**config.mk**
```make
export PLATFORM = sky130hd
export DESIGN_NAME = stun_message_parser_unit
export DESIGN_NICKNAME = d
export VERILOG_FILES = /design/src/rtl/core/stunp_pkg.sv /design/src/rtl/core/stunp_attr_walk.sv /design/src/rtl/core/stun_message_parser_unit.sv
export SDC_FILE = /design/constraint.sdc
export NUM_CORES = 1
export LEC_CHECK = 0
export ABC_AREA = 0
export CORE_MARGIN = 1.5
export CORE_UTILIZATION = 57
export CTS_CLUSTER_DIAMETER = 50
export DETAILED_ROUTE_END_ITERATION = 10
export DONT_BUFFER_PORTS = 1
export PLACE_DENSITY_LB_ADDON = 0.15
export RECOVER_POWER = 50
export SKIP_CTS_REPAIR_TIMING = 1
export SYNTH_ARGS = -nofsm -noshare
export SYNTH_HDL_FRONTEND = slang
export SYNTH_SLANG_ARGS = --single-unit
```
**constraint.sdc**
```tcl
create_clock -name clk -period 18.9 [get_ports clk]
set_input_delay 0 -clock clk [delete_from_list [all_inputs] [get_ports clk]]
set_output_delay 0 -clock clk [all_outputs]
set_load 0.01 [all_outputs]
```
**src/rtl/core/stunp_pkg.sv**
```systemverilog
package stunp_pkg;

	// Header layout and byte counter limits
	localparam logic [16:0] HDR_BYTES  = 17'd20;
	localparam logic [16:0] COUNT_MAX  = 17'h1FFFF;

	// Fixed masks from the protocol
	localparam logic [31:0] MAGIC_COOKIE = 32'h2112A442;
	localparam logic [15:0] PORT_MASK    = 16'h2112;
	localparam logic [7:0]  FAM_IPV4     = 8'h01;

	// Attribute types that are understood
	localparam logic [15:0] ATTR_XOR_MAPPED  = 16'h0020;
	localparam logic [15:0] ATTR_PRIORITY    = 16'h0024;
	localparam logic [15:0] ATTR_USE_CAND    = 16'h0025;
	localparam logic [15:0] ATTR_CONTROLLED  = 16'h8029;
	localparam logic [15:0] ATTR_CONTROLLING = 16'h802A;

	// Smallest attribute length that can hold an IPv4 mapped address
	localparam logic [15:0] XMA_MIN_LEN = 16'd8;

	// Result error codes, lowest nonzero wins
	localparam logic [2:0] ERR_OK     = 3'd0;
	localparam logic [2:0] ERR_SHORT  = 3'd1;
	localparam logic [2:0] ERR_COOKIE = 3'd2;
	localparam logic [2:0] ERR_LENGTH = 3'd3;
	localparam logic [2:0] ERR_ATTR   = 3'd4;

	// ICE flag bit positions
	localparam int ICE_CONTROLLING = 0;
	localparam int ICE_CONTROLLED  = 1;
	localparam int ICE_USE_CAND    = 2;

	// Attribute walk state and captured results
	typedef struct packed {
		logic [13:0] skip_words;   // value words left in current attribute
		logic        xma;          // current attribute is a usable XOR-MAPPED-ADDRESS
		logic [1:0]  val_idx;      // value words seen, saturates at 2
		logic [15:0] pend_port;    // unmasked port waiting for the address word
		logic        fam_ok;       // IPv4 family seen in current attribute
		logic        pend_prio;    // next walked word is the priority value
		logic [31:0] addr;
		logic [15:0] port;
		logic        has_addr;
		logic [31:0] prio;
		logic        has_prio;
		logic [2:0]  ice;
		logic [2:0]  sticky_err;
	} attr_st_t;

endpackage

```
**src/rtl/core/stunp_attr_walk.sv**
```systemverilog
module stunp_attr_walk (
	input  logic                    clk,
	input  logic                    arst_n,
	input  logic                    step,
	input  logic                    clear,
	input  logic                    walk,
	input  logic [31:0]             word,
	output stunp_pkg::attr_st_t     st_nxt
);

	stunp_pkg::attr_st_t st_q;

	// Walk one body word: attribute header or value word
	always_comb begin
		st_nxt = st_q;
		if (walk && st_q.sticky_err == stunp_pkg::ERR_OK) begin
			// take the priority value from the word after a PRIORITY header
			if (st_q.pend_prio) begin
				st_nxt.prio      = word;
				st_nxt.pend_prio = 1'b0;
			end
			if (st_q.skip_words != 14'd0) begin
				if (st_q.xma) begin
					if (st_q.val_idx == 2'd0) begin
						st_nxt.pend_port = word[15:0] ^ stunp_pkg::PORT_MASK;
						st_nxt.fam_ok    = (word[23:16] == stunp_pkg::FAM_IPV4);
					end else if (st_q.val_idx == 2'd1 && st_q.fam_ok &&
							st_q.pend_port != 16'd0) begin
						st_nxt.addr     = word ^ stunp_pkg::MAGIC_COOKIE;
						st_nxt.port     = st_q.pend_port;
						st_nxt.has_addr = 1'b1;
					end
				end
				st_nxt.skip_words = st_q.skip_words - 14'd1;
				if (st_q.val_idx != 2'd2) begin
					st_nxt.val_idx = st_q.val_idx + 2'd1;
				end
			end else begin
				// decode a new attribute header
				st_nxt.xma     = 1'b0;
				st_nxt.val_idx = 2'd0;
				st_nxt.fam_ok  = 1'b0;
				unique case (word[31:16])
					stunp_pkg::ATTR_XOR_MAPPED: begin
						st_nxt.xma = (word[15:0] >= stunp_pkg::XMA_MIN_LEN);
					end
					stunp_pkg::ATTR_CONTROLLING: begin
						st_nxt.ice[stunp_pkg::ICE_CONTROLLING] = 1'b1;
					end
					stunp_pkg::ATTR_CONTROLLED: begin
						st_nxt.ice[stunp_pkg::ICE_CONTROLLED] = 1'b1;
					end
					stunp_pkg::ATTR_USE_CAND: begin
						st_nxt.ice[stunp_pkg::ICE_USE_CAND] = 1'b1;
					end
					stunp_pkg::ATTR_PRIORITY: begin
						st_nxt.prio      = 32'd0;
						st_nxt.has_prio  = 1'b1;
						st_nxt.pend_prio = 1'b1;
					end
					default: begin
						st_nxt.sticky_err = stunp_pkg::ERR_ATTR;
					end
				endcase
				st_nxt.skip_words = word[15:2];
			end
		end
	end

	// Advance on every item, drop everything at the end of a packet
	always_ff @(posedge clk or negedge arst_n) begin
		if (!arst_n) begin
			st_q <= '0;
		end else if (step) begin
			if (clear) begin
				st_q <= '0;
			end else begin
				st_q <= st_nxt;
			end
		end
	end

endmodule

```
**src/rtl/core/stun_message_parser_unit.sv**
```systemverilog
// STUN message parser. Takes a received packet one byte per item, with last_byte set on the
// final byte, and gives one result item per packet: header type and length, transaction ID,
// the IPv4 XOR-MAPPED-ADDRESS, PRIORITY and the ICE flags, with an error code (too short, bad
// cookie, length mismatch, unknown attribute; the lowest applies). A new byte is accepted in
// every cycle while no result is held back: each byte updates the header registers or the
// attribute walker in a single pass, and the result lands in an output register in the cycle
// after the last byte. While a result waits in that register and is not taken, the input is
// held off for every byte, so the next packet flows only once the result is taken; a result
// taken in the same cycle as an input byte costs no stall.
module stun_message_parser_unit (
	input  logic        clk,
	input  logic        arst_n,
	input  logic        in_valid,
	output logic        in_ready,
	input  logic [7:0]  data_byte,
	input  logic        last_byte,
	output logic        out_valid,
	input  logic        out_ready,
	output logic [2:0]  error_code,
	output logic [15:0] message_type,
	output logic [15:0] body_length,
	output logic [31:0] txid_high,
	output logic [63:0] txid_low,
	output logic [31:0] mapped_address,
	output logic [15:0] mapped_port,
	output logic        has_mapped_address,
	output logic [31:0] priority_value,
	output logic        has_priority,
	output logic [2:0]  ice_flags
);

	logic [16:0] byte_count_q, byte_count_nxt;
	logic [15:0] header_type_q, header_type_nxt;
	logic [15:0] header_length_q, header_length_nxt;
	logic [31:0] cookie_q, cookie_nxt;
	logic [31:0] txid_upper_q, txid_upper_nxt;
	logic [63:0] txid_lower_q, txid_lower_nxt;
	logic [31:0] word_q, word_nxt;

	logic        accept;
	logic        advance;
	logic [16:0] off;
	logic        walk;
	logic        hdr_ok, ids_ok, attrs_ok;
	logic [2:0]  err;

	stunp_pkg::attr_st_t st_nxt;

	logic        out_valid_q;
	logic [2:0]  error_code_q;
	logic [15:0] message_type_q;
	logic [15:0] body_length_q;
	logic [31:0] txid_high_q;
	logic [63:0] txid_low_q;
	logic [31:0] mapped_address_q;
	logic [15:0] mapped_port_q;
	logic        has_mapped_address_q;
	logic [31:0] priority_value_q;
	logic        has_priority_q;
	logic [2:0]  ice_flags_q;

	assign in_ready = !out_valid_q || out_ready;
	assign accept   = in_valid && in_ready;
	assign advance  = (byte_count_q != stunp_pkg::COUNT_MAX);
	assign off      = byte_count_q - stunp_pkg::HDR_BYTES;

	// Place the byte in the header field or the body word
	always_comb begin
		byte_count_nxt    = byte_count_q;
		header_type_nxt   = header_type_q;
		header_length_nxt = header_length_q;
		cookie_nxt        = cookie_q;
		txid_upper_nxt    = txid_upper_q;
		txid_lower_nxt    = txid_lower_q;
		word_nxt          = word_q;
		walk              = 1'b0;
		if (advance) begin
			byte_count_nxt = byte_count_q + 17'd1;
			if (byte_count_q < 17'd2) begin
				header_type_nxt = {header_type_q[7:0], data_byte};
			end else if (byte_count_q < 17'd4) begin
				header_length_nxt = {header_length_q[7:0], data_byte};
			end else if (byte_count_q < 17'd8) begin
				cookie_nxt = {cookie_q[23:0], data_byte};
			end else if (byte_count_q < 17'd12) begin
				txid_upper_nxt = {txid_upper_q[23:0], data_byte};
			end else if (byte_count_q < stunp_pkg::HDR_BYTES) begin
				txid_lower_nxt = {txid_lower_q[55:0], data_byte};
			end else begin
				word_nxt = {word_q[23:0], data_byte};
				walk = (off[1:0] == 2'd3) && ({2'b00, off[16:2]} < {3'b000, header_length_q[15:2]})
					&& (cookie_q == stunp_pkg::MAGIC_COOKIE);
			end
		end
	end

	stunp_attr_walk u_walk (
		.clk    (clk),
		.arst_n (arst_n),
		.step   (accept),
		.clear  (last_byte),
		.walk   (walk),
		.word   (word_nxt),
		.st_nxt (st_nxt)
	);

	// Pick the error code and which field groups are reported
	always_comb begin
		hdr_ok   = 1'b1;
		ids_ok   = 1'b1;
		attrs_ok = 1'b1;
		if (byte_count_nxt < stunp_pkg::HDR_BYTES) begin
			err      = stunp_pkg::ERR_SHORT;
			hdr_ok   = 1'b0;
			ids_ok   = 1'b0;
			attrs_ok = 1'b0;
		end else if (cookie_nxt != stunp_pkg::MAGIC_COOKIE) begin
			err      = stunp_pkg::ERR_COOKIE;
			ids_ok   = 1'b0;
			attrs_ok = 1'b0;
		end else if (byte_count_nxt != ({1'b0, header_length_nxt} + stunp_pkg::HDR_BYTES)) begin
			err      = stunp_pkg::ERR_LENGTH;
			attrs_ok = 1'b0;
		end else begin
			err = st_nxt.sticky_err;
		end
	end

	// Hold packet state, drop it after the last byte
	always_ff @(posedge clk or negedge arst_n) begin
		if (!arst_n) begin
			byte_count_q    <= '0;
			header_type_q   <= '0;
			header_length_q <= '0;
			cookie_q        <= '0;
			txid_upper_q    <= '0;
			txid_lower_q    <= '0;
			word_q          <= '0;
		end else if (accept) begin
			if (last_byte) begin
				byte_count_q    <= '0;
				header_type_q   <= '0;
				header_length_q <= '0;
				cookie_q        <= '0;
				txid_upper_q    <= '0;
				txid_lower_q    <= '0;
				word_q          <= '0;
			end else begin
				byte_count_q    <= byte_count_nxt;
				header_type_q   <= header_type_nxt;
				header_length_q <= header_length_nxt;
				cookie_q        <= cookie_nxt;
				txid_upper_q    <= txid_upper_nxt;
				txid_lower_q    <= txid_lower_nxt;
				word_q          <= word_nxt;
			end
		end
	end

	// Result item valid flag
	always_ff @(posedge clk or negedge arst_n) begin
		if (!arst_n) begin
			out_valid_q <= 1'b0;
		end else if (accept && last_byte) begin
			out_valid_q <= 1'b1;
		end else if (out_ready) begin
			out_valid_q <= 1'b0;
		end
	end

	// Load the result item at the last byte
	always_ff @(posedge clk) begin
		if (accept && last_byte) begin
			error_code_q         <= err;
			message_type_q       <= hdr_ok ? header_type_nxt : 16'd0;
			body_length_q        <= hdr_ok ? header_length_nxt : 16'd0;
			txid_high_q          <= ids_ok ? txid_upper_nxt : 32'd0;
			txid_low_q           <= ids_ok ? txid_lower_nxt : 64'd0;
			mapped_address_q     <= attrs_ok ? st_nxt.addr : 32'd0;
			mapped_port_q        <= attrs_ok ? st_nxt.port : 16'd0;
			has_mapped_address_q <= attrs_ok && st_nxt.has_addr;
			priority_value_q     <= attrs_ok ? st_nxt.prio : 32'd0;
			has_priority_q       <= attrs_ok && st_nxt.has_prio;
			ice_flags_q          <= attrs_ok ? st_nxt.ice : 3'd0;
		end
	end

	assign out_valid          = out_valid_q;
	assign error_code         = error_code_q;
	assign message_type       = message_type_q;
	assign body_length        = body_length_q;
	assign txid_high          = txid_high_q;
	assign txid_low           = txid_low_q;
	assign mapped_address     = mapped_address_q;
	assign mapped_port        = mapped_port_q;
	assign has_mapped_address = has_mapped_address_q;
	assign priority_value     = priority_value_q;
	assign has_priority       = has_priority_q;
	assign ice_flags          = ice_flags_q;

endmodule
```
[Yosys cells after proc, flatten, opt, wreduce, memory -nomap -nowiden]
Index checks and enable logic that the tools add are counted.
Cells by class
  $add $sub $neg: 5
  order comparisons: 8
  equal/unequal tests: 17
  mux-type cells: 73
  bitwise logic cells: 2
  reduce and logical (&&, ||, !) cells: 27
Operators by type and width (count)
  32-bit 2-to-1 mux: 19
  64-bit 2-to-1 mux: 7
  123-bit 2-to-1 mux: 2
  49-bit 2-to-1 mux: 4
  16-bit 2-to-1 mux: 8
  17-bit 2-to-1 mux: 4
  16-bit by 6-bit == test with 1-bit output (second input constant): 3
  39-bit 2-to-1 mux: 1
  17-bit by 4-bit less-than comparator with 1-bit output (second input constant): 2
  17-bit by 5-bit less-than comparator with 1-bit output (second input constant): 2
  33-bit 2-to-1 mux: 1
  16-bit == test (second input constant): 2
  32-bit by 30-bit == test with 1-bit output (second input constant): 1
  32-bit by 30-bit inequality test with 1-bit output (second input constant): 1
  1-bit 2-to-1 mux: 21
  16-bit by 5-bit adder with 17-bit output (second input constant): 1
  17-bit by 1-bit adder with 17-bit output (second input constant): 1
  17-bit by 2-bit less-than comparator with 1-bit output (second input constant): 1
  17-bit by 3-bit less-than comparator with 1-bit output (second input constant): 1
  17-bit inequality test: 1
  17-bit inequality test (second input constant): 1
  17-bit by 5-bit subtractor with 17-bit output (second input constant): 1
  16-bit by 4-bit greater-or-equal comparator with 1-bit output (second input constant): 1
  16-bit nonzero test: 1
  other kinds (27): 45
Storage, ports and cells
  register bits after elaboration: 549
  input bits: 13
  output and inout bits: 218
  word-level logic and storage cells: 165

[Depth between registers and ports, before layout]
Gate-level depths: netlist (run 1).
  word-level depth: 15
  depth in mapped cells: 19
  gate-level depth less buffers: 14

[Hierarchy]
Synthesis (run 1) repeated with hierarchy kept, for this count alone.
Second synthesis, totals
  cell total of the unflattened synthesis: 2547
  area total of the unflattened synthesis: 26907.1 um^2
By module, submodules not included
  stun_message_parser_unit: instances 1, cells each 1688, area each 19448.7 um^2, sequential area each 11741.3 um^2
  stunp_attr_walk: instances 1, cells each 859, area each 7458.4 um^2, sequential area each 3078.0 um^2

[Least setup slack after synthesis (run 1)]
OpenSTA, ideal clock, no wires.
  path kind: register to register
  start: register out_valid_q (netlist: out_valid)
  end: register body_length_q[0] (netlist: body_length[0]), enable pin
  library setup time: 811 ps
  arrival time: 10167 ps
  data required time: 18089 ps
  setup slack: 7922 ps
  stages on the path, launching flop included: 5
  buffers on the path: 1
  clock period less this slack: 10978 ps
  cells stage by stage: dfrtp_1 -> nand2b_1 -> nand2_1 -> clkbuf_1 -> nor2_1
Between the ends
  longest elaborated chain between the ends: 4
Ends and longest elaborated chain
  start, declared: line stun_message_parser_unit.sv:49  | logic out_valid_q;
  start signal, assigned: line stun_message_parser_unit.sv:163  | out_valid_q <= 1'b0;
  start signal, assigned: line stun_message_parser_unit.sv:165  | out_valid_q <= 1'b1;
  start signal, assigned: line stun_message_parser_unit.sv:167  | out_valid_q <= 1'b0;
  1-bit logical NOT: line stun_message_parser_unit.sv:62  | assign in_ready = !out_valid_q || out_ready;
  1-bit logical OR: line stun_message_parser_unit.sv:62
  via in_ready: line stun_message_parser_unit.sv:14  | output logic in_ready,
  1-bit logical AND: line stun_message_parser_unit.sv:63  | assign accept = in_valid && in_ready;
  1-bit logical AND: line stun_message_parser_unit.sv:173  | if (accept && last_byte) begin
  end signal, assigned: line stun_message_parser_unit.sv:176  | body_length_q <= hdr_ok ? header_length_nxt : 16'd0;
  end, declared: line stun_message_parser_unit.sv:52  | logic [15:0] body_length_q;
The timed path passes the listed nets, and every way through them passes these cells.
A chain may end at the register's enable or synchronous reset.

[Worst setup path in the final report (run 1)]
  start: register out_valid_q (netlist: out_valid)
  end: register message_type_q[12] (netlist: message_type[12]), enable pin
Between the ends
  longest elaborated chain between the ends: 4
Ends and longest elaborated chain
  1-bit logical NOT: line stun_message_parser_unit.sv:62
  1-bit logical OR: line stun_message_parser_unit.sv:62
  via in_ready: line stun_message_parser_unit.sv:14
  1-bit logical AND: line stun_message_parser_unit.sv:63
  1-bit logical AND: line stun_message_parser_unit.sv:173
  end signal, assigned: line stun_message_parser_unit.sv:175  | message_type_q <= hdr_ok ? header_type_nxt : 16'd0;
  end, declared: line stun_message_parser_unit.sv:51  | logic [15:0] message_type_q;
The timed path passes the listed nets, and every way through them passes these cells.

==> metrics.txt, run 1 <==
clock latency on the worst-skew pair=630 ps; Seq/Total Area, Yosys=56.6%; CP arrival=7710 ps; EDFF count, synth=216; DRC errors left=0; internal reg-to-reg setup slack=11350 ps; post-synth top area share=31.8%; CP Buf/Inv Count=1; RR Endpoint=message_type[12]; hold_ws=-113 ps; Filler cells=3697; crit end category=flop; Synth Register Bits=549; Die X-Extent=217 µm; DP Wirelength=48400 µm; total number of vias=21100; Cells after Synth=2678; final worst path period share=40.0%; grt ovf=0; FMAX=132 MHz; H-tree depth=2; Initial Utilization=57.7%; gpl congestion=0.937; Critical Path, Cell by Cell=nand2b_1 > nand2_1 > nor2_1 > clkbuf_1; synth unique cells=73; Worst Hold Class=in2async; Avg Cell Area, Syn=9.78 µm²; wire length per cell=24.3 µm; # setup viols final=0; worst slew pin tran=3420 ps; Layout Nets=2622; violations in the final reports=hold timing, capacitance limit, slew limit; synthesized area=26200 µm²; remaining antenna violation count=0; Worst R2R Path Depth=4; Startpoint Class=flop; final setup TNS=0 ps; family with the most delay on the worst path=simple AND/OR/NAND/NOR gates; ant diodes=0; CTS Buf Count=60; final std cells w/o fill=3239; initial antenna violation count=0; outcome=finished with violations; RSZ-0062 raised after global routing=false; Crit path largest cell delay=2820 ps; Root Driver=clkbuf_16; CP max FO=57; highest ir drop seen on vdd=107 µV; floorplan core area=45400 µm²; Worst Setup SP=out_valid; Worst path slowest cell=nor2_1; Post-Route WL=78700 µm; Mapped Nets=2712; WP depth=4; Slew HR=-128%; Slew Limit Fails=641; multi-input logic area=10600 µm²; maximum clock insertion buffer count=3; kind of critical path=reg2reg; Final Skew=17.5 ps; pre-CTS setup slack=12850 ps; GRT Total Usage=32.7%; Final Hold Viols=21; number of global-route vias before repair=20000; via density per instance=6.51; Reg-to-Reg Start=out_valid; ratio of cells with drive above 1 in the final layout=6.33%; setup ws final=11350 ps; number of max-cap violations=6; Clock Sinks=549; row cnt=78; first-pass GRT wire length=119000 µm; area grow syn2layout=9.46%; Post-synth top flop=dfrtp_1; largest net degree at the start of global routing=334; Final min period=7550 ps; io pins=231; initial DRC count=2432; Die ar.=47300 µm²; P per Cell Area=104 nW/µm²; Ys Warns=0; Worst Setup EP=message_type[12]; async set-reset flop share out of synthesis=60.7%; CP required=19050 ps; Die H=217 µm; Pre-Repair DR Iteration Count=6; cell taking the most area after synthesis=dfrtp_1; synth top area cells=dfrtp_1, edfxtp_1, nand2_1; P_leak=10.8 nW; CTS tree=yes; Clock Pin Slew Worst Setup and Hold Paths=60 ps; port bufs=0; placed cells=3110; FF/Latch Area=14800 µm²
-- Yosys cell counts (24+ instances only) --
master	count
o31ai_1	24
nor2_1	140
a22o_1	60
inv_1	25
xnor2_1	27
nand4_1	25
clkbuf_1	188
edfxtp_1	216
o21ai_0	259
a21boi_0	110
nand3_1	29
nand2_1	597
dfrtp_1	333
mux2i_1	47
a21oi_1	205
a211oi_1	25
nand2b_1	25
nor3_1	42
-- logic make-up (layout without fill, tap and decap cells) --
group                      Yosys count  after routing  share of synthesized area [%]
DFF                                549            549                           56.6
and+or+nand+nor                    972            972                           16.4
buffers and inverters              237            198                           3.58
AOI/OAI and AO/OA                  811            811                           19.3
xor gates and xnor gates            40             40                           1.34
adders and majority gates           21             21                           1.00
muxes                               48             48                           1.84
-- worst min-delay path by stage --
stage,to,slack [ps],depth (start not counted)
after floorplan,byte_count_q[0],-300,0
after global placement,header_length_q[9],-280,0
after detailed placement,header_length_q[10],-280,0
after CTS,header_length_q[9],-940,0
after global routing,cookie_q[6],7,3
final,header_length_q[11],-110,2
-- worst register-to-register path: stages, from the launching register on --
cell      delay (ps)
dfrtp_1          420
nand2b_1         190
nand2_1         1120
nor2_1          2830
clkbuf_1        2490
-- layout by cell type (no fill, tap or decap), types with 18 or more instances in the layout --
master     Yosys  layout
nor3_1        42      40
nand2b_1      25      25
nor2_1       140     139
a21oi_1      205     204
nand2_1      597     596
buf_4          0      38
o2bb2ai_1     18      18
xnor2_1       27      27
inv_1         25      25
mux2i_1       47      47
a211oi_1      25      25
a21boi_0     110     110
nand4_1       25      25
dfrtp_1      333     333
nor4_1        22      18
clkbuf_16      0      61
nand3_1       29      29
o21ai_0      259     257
ha_1          21      21
edfxtp_1     216     216
o31ai_1       24      24
a22o_1        60      60
-- per-stage QoR --
stage	total power, mW	cell area (µm²)	util [%]
global route	3.10	28700	63.2
floorplan	1.71	26200	-
CTS	2.97	28500	62.9
finish	2.99	28700	63.2
global placement	1.79	26600	58.5
detailed placement	1.81	26600	58.5
-- flip-flops by register name, indices dropped and copies added (netlist names), 16 cells and up --
| register | count |
|---|---|
| u_walk.st_q | 123 |
| txid_low | 64 |
| txid_lower_q | 64 |
| cookie_q | 32 |
| mapped_address | 32 |
| priority_value | 32 |
| txid_high | 32 |
| txid_upper_q | 32 |
| word_q | 32 |
| byte_count_q | 17 |
| body_length | 16 |
| header_length_q | 16 |
| header_type_q | 16 |
| mapped_port | 16 |
| message_type | 16 |
-- where the power goes --
part / internal [mW] / switching (mW) / total (mW)
clock network: 0.669 / 0.493 / 1.16
registers: 1.35 / 0.123 / 1.47
logic: 0.127 / 0.232 / 0.359
total: 2.14 / 0.849 / 2.99
-- cell type report --
class	count	area share, %
repair buffers	59	1.74
well taps	600	2.62
clock buffers	77	5.71
clock inverters	36	1.10
inverters	26	0.340
flip-flops and latches	549	51.7
multi-input cells	1892	36.8
-- layer usage --
layer / wire (µm) / vias up / track usage [%]
met1: 33300 / 10500 / 47.5
li1: - / 9380 / -
met2: 36600 / 1015 / 50.1
met3: 6200 / 168 / 5.44
met5: 0 / - / 0
met4: 2590 / 0 / 11.1
Power figures use the tool's default switching activity.
==> inputs of run 2 (changes only) <==
- ABC_AREA: 0 -> 1
- clock period: 18.9 -> 7.05 ns (I/O delays scaled with it)
==> metrics.txt, run 2 <==
row cnt=78 (unchanged); outcome=finished with violations; Post-synth top flop=dfrtp_1; floorplan core area=45200 µm² (-0.43%); GRT Total Usage=29.9% (-2.8 points); Ys Warns=0 (unchanged); Post-Route WL=70300 µm (-11%); clock latency on the worst-skew pair=630 ps (about the same); gpl congestion=0.920 (-1.8%); H-tree depth=2 (unchanged); CTS tree=yes; max reg flops=123 (unchanged); Seq/Total Area, Yosys=56.9% (+0.35 points); Die H=217 µm (-0.31%); first-pass GRT wire length=110000 µm (-7.7%); main combinational cell family by area after synthesis=simple AND/OR/NAND/NOR gates; total number of vias=20800 (-1.6%); Clock Sinks=549 (unchanged); number of max-cap violations=3 (-3); Final Hold Viols=335 (+1500%); most common cell after layout, fill and taps aside=nand2_1; Startpoint Class=flop; Worst Hold Class=in2async; Final Skew=24.3 ps (+6.76 ps); EDFF count, synth=216 (unchanged); RSZ-0062 raised after global routing=false; most numerous cell in the Yosys netlist=nand2_1; violations in the final reports=hold timing, capacitance limit, slew limit; fin util=63.0% (-0.19 points); CP required=7370 ps (-11680 ps); Pre-Repair DR Iteration Count=8 (+2); grt ovf=0 (unchanged); remaining antenna violation count=0 (unchanged); Initial Utilization=57.6% (-0.11 points); final std cells w/o fill=3584 (+11%); post-synthesis simple-gate area fraction=19.4% (+3.1 points); highest ir drop seen on vdd=234 µV (+120%); synth unique cells=47 (-36%); largest net degree at the start of global routing=334 (unchanged); initial DRC count=2401 (-1.3%); final setup TNS=0 ps (unchanged); Mapped Nets=3042 (+12%); cell taking the most area after synthesis=dfrtp_1; Die X-Extent=217 µm (-0.31%); Avg Cell Area, Syn=8.66 µm² (-12%); DP Wirelength=45100 µm (-7.0%); CP max FO=76 (+33%); io pins=231 (unchanged); XOR/XNOR Fraction of Synth Area=1.38% (+0.042 points); via density per instance=5.79 (-11%); P per Cell Area=266 nW/µm² (+160%); mux cell area share after synthesis=0% (-1.8 points); port bufs=0 (unchanged); Root Driver=clkbuf_16; synth top area cells=dfrtp_1, edfxtp_1, nand2_1; hold_ws=-933 ps (-820 ps); Largest Register=u_walk.st_q; most instantiated cells after synthesis=nand2_1, nor2_1, inv_1; Total Power=7.58 mW (+150%); CP arrival=6080 ps (-1630 ps); Cells after Synth=3008 (+12%); ratio of cells with drive above 1 in the final layout=5.13% (-1.2 points); synthesized area=26000 µm² (-0.62%); most frequent cells in the layout=nand2_1, nor2_1, inv_1, o21ai_0, dfrtp_1; Layout Nets=2966 (+13%); Compound-Gate Fraction of Synth Area=13.2% (-6.1 points); kind of critical path=reg2reg; CTS Buf Count=61 (+1.7%); Synth Register Bits=549 (unchanged); P_leak=12.3 nW (+13%); post-synth top area share=32.0% (+0.20 points); maximum clock insertion buffer count=3 (unchanged); Slew HR=-171% (-43 points); worst slew pin tran=4070 ps (+647 ps); Die ar.=47000 µm² (-0.61%); Clock Pin Slew Worst Setup and Hold Paths=60 ps (about the same); async set-reset flop share out of synthesis=60.7% (unchanged); FMAX=174 MHz (+31%); Adder-Cell Fraction of Synth Area=1.01% (+0.0063 points); number of global-route vias before repair=19800 (-0.97%); Final min period=5760 ps (-1800 ps); DRC errors left=0 (unchanged); Slew Limit Fails=175 (-73%); crit end category=flop; wire length per cell=19.6 µm (-19%); initial antenna violation count=1 (+1); # setup viols final=0 (unchanged); placed cells=3458 (+11%); final worst path period share=81.6% (+42 points); area grow syn2layout=9.34%; ant diodes=0 (unchanged)
[run 2: cell types whose count changed after synthesis, moves of 55 or more]
| cell | change |
|---|---|
| a21boi_0 | -110 |
| a21oi_1 | -149 |
| a22o_1 | -60 |
| clkbuf_1 | -59 |
| inv_1 | +330 |
| nand2_1 | +55 |
| nand3_1 | +75 |
| nor2_1 | +230 |
| o21ai_0 | +75 |
| o22ai_1 | +179 |
[run 2: final cells by class]
| cell class | instances | area [µm²] |
|---|---|---|
| repair buffers | 31 | 253 |
| multi-input cells | 1924 | 9170 |
| well taps | 600 | 751 |
| clock inverters | 24 | 362 |
| inverters | 365 | 1380 |
| fillers | 3813 | 16700 |
| clock buffers | 91 | 1730 |
| flip-flops and latches | 549 | 14800 |
[run 2: critical path, cell delays in order, from the launching register on]
cell and delay [ps]:
dfrtp_1 410, nand2_1 180, nand2_1 810, inv_6 850, clkbuf_1 2740, o22ai_1 370
[run 2: kinds of logic after synthesis]
kind of cell / count (synthesis)
AO/OA/AOI/OAI: 629
XOR/XNOR: 41
adder cells (fa/ha/maj): 21
buffers and inverters: 535
flip-flops: 549
AND/OR/NAND/NOR: 1233
[run 2: worst paths after layout]
check                      cells past startpoint       startpoint  slack [ps]                end
max                                            5        out_valid        1290       cookie_q[16]
min                                            0           arst_n        -930    u_walk.st_q[65]
max reg2reg                                    5        out_valid        1290       cookie_q[16]
min reg2reg                                    2  u_walk.st_q[72]         480    u_walk.st_q[72]
max in group asynchronous                      0           arst_n        7110  header_type_q[12]
min in group clk                               6     data_byte[0]         -20          word_q[0]
[run 2: power breakdown]
group	switching, mW	internal (mW)
Combinational	0.532	0.191
Sequential	0.0958	3.44
Clock	1.32	2.00
[run 2: per-stage QoR]
stage                     area, µm²  setup WS (ps)
after detailed placement      26300           1830
after CTS                     28400           1810
final                         28500           1290
after global placement        26300           1960
after floorplan               26000           1730
after global routing          28500            967
[run 2: metal layers]
| layer | GRT usage (%) | part of all wire [%] |
|---|---|---|
| met3 | 4.74 | 6.4 |
| met2 | 48.0 | 48 |
| met4 | 13.4 | 3.7 |
| met1 | 40.2 | 42 |
| met5 | 0 | 0 |
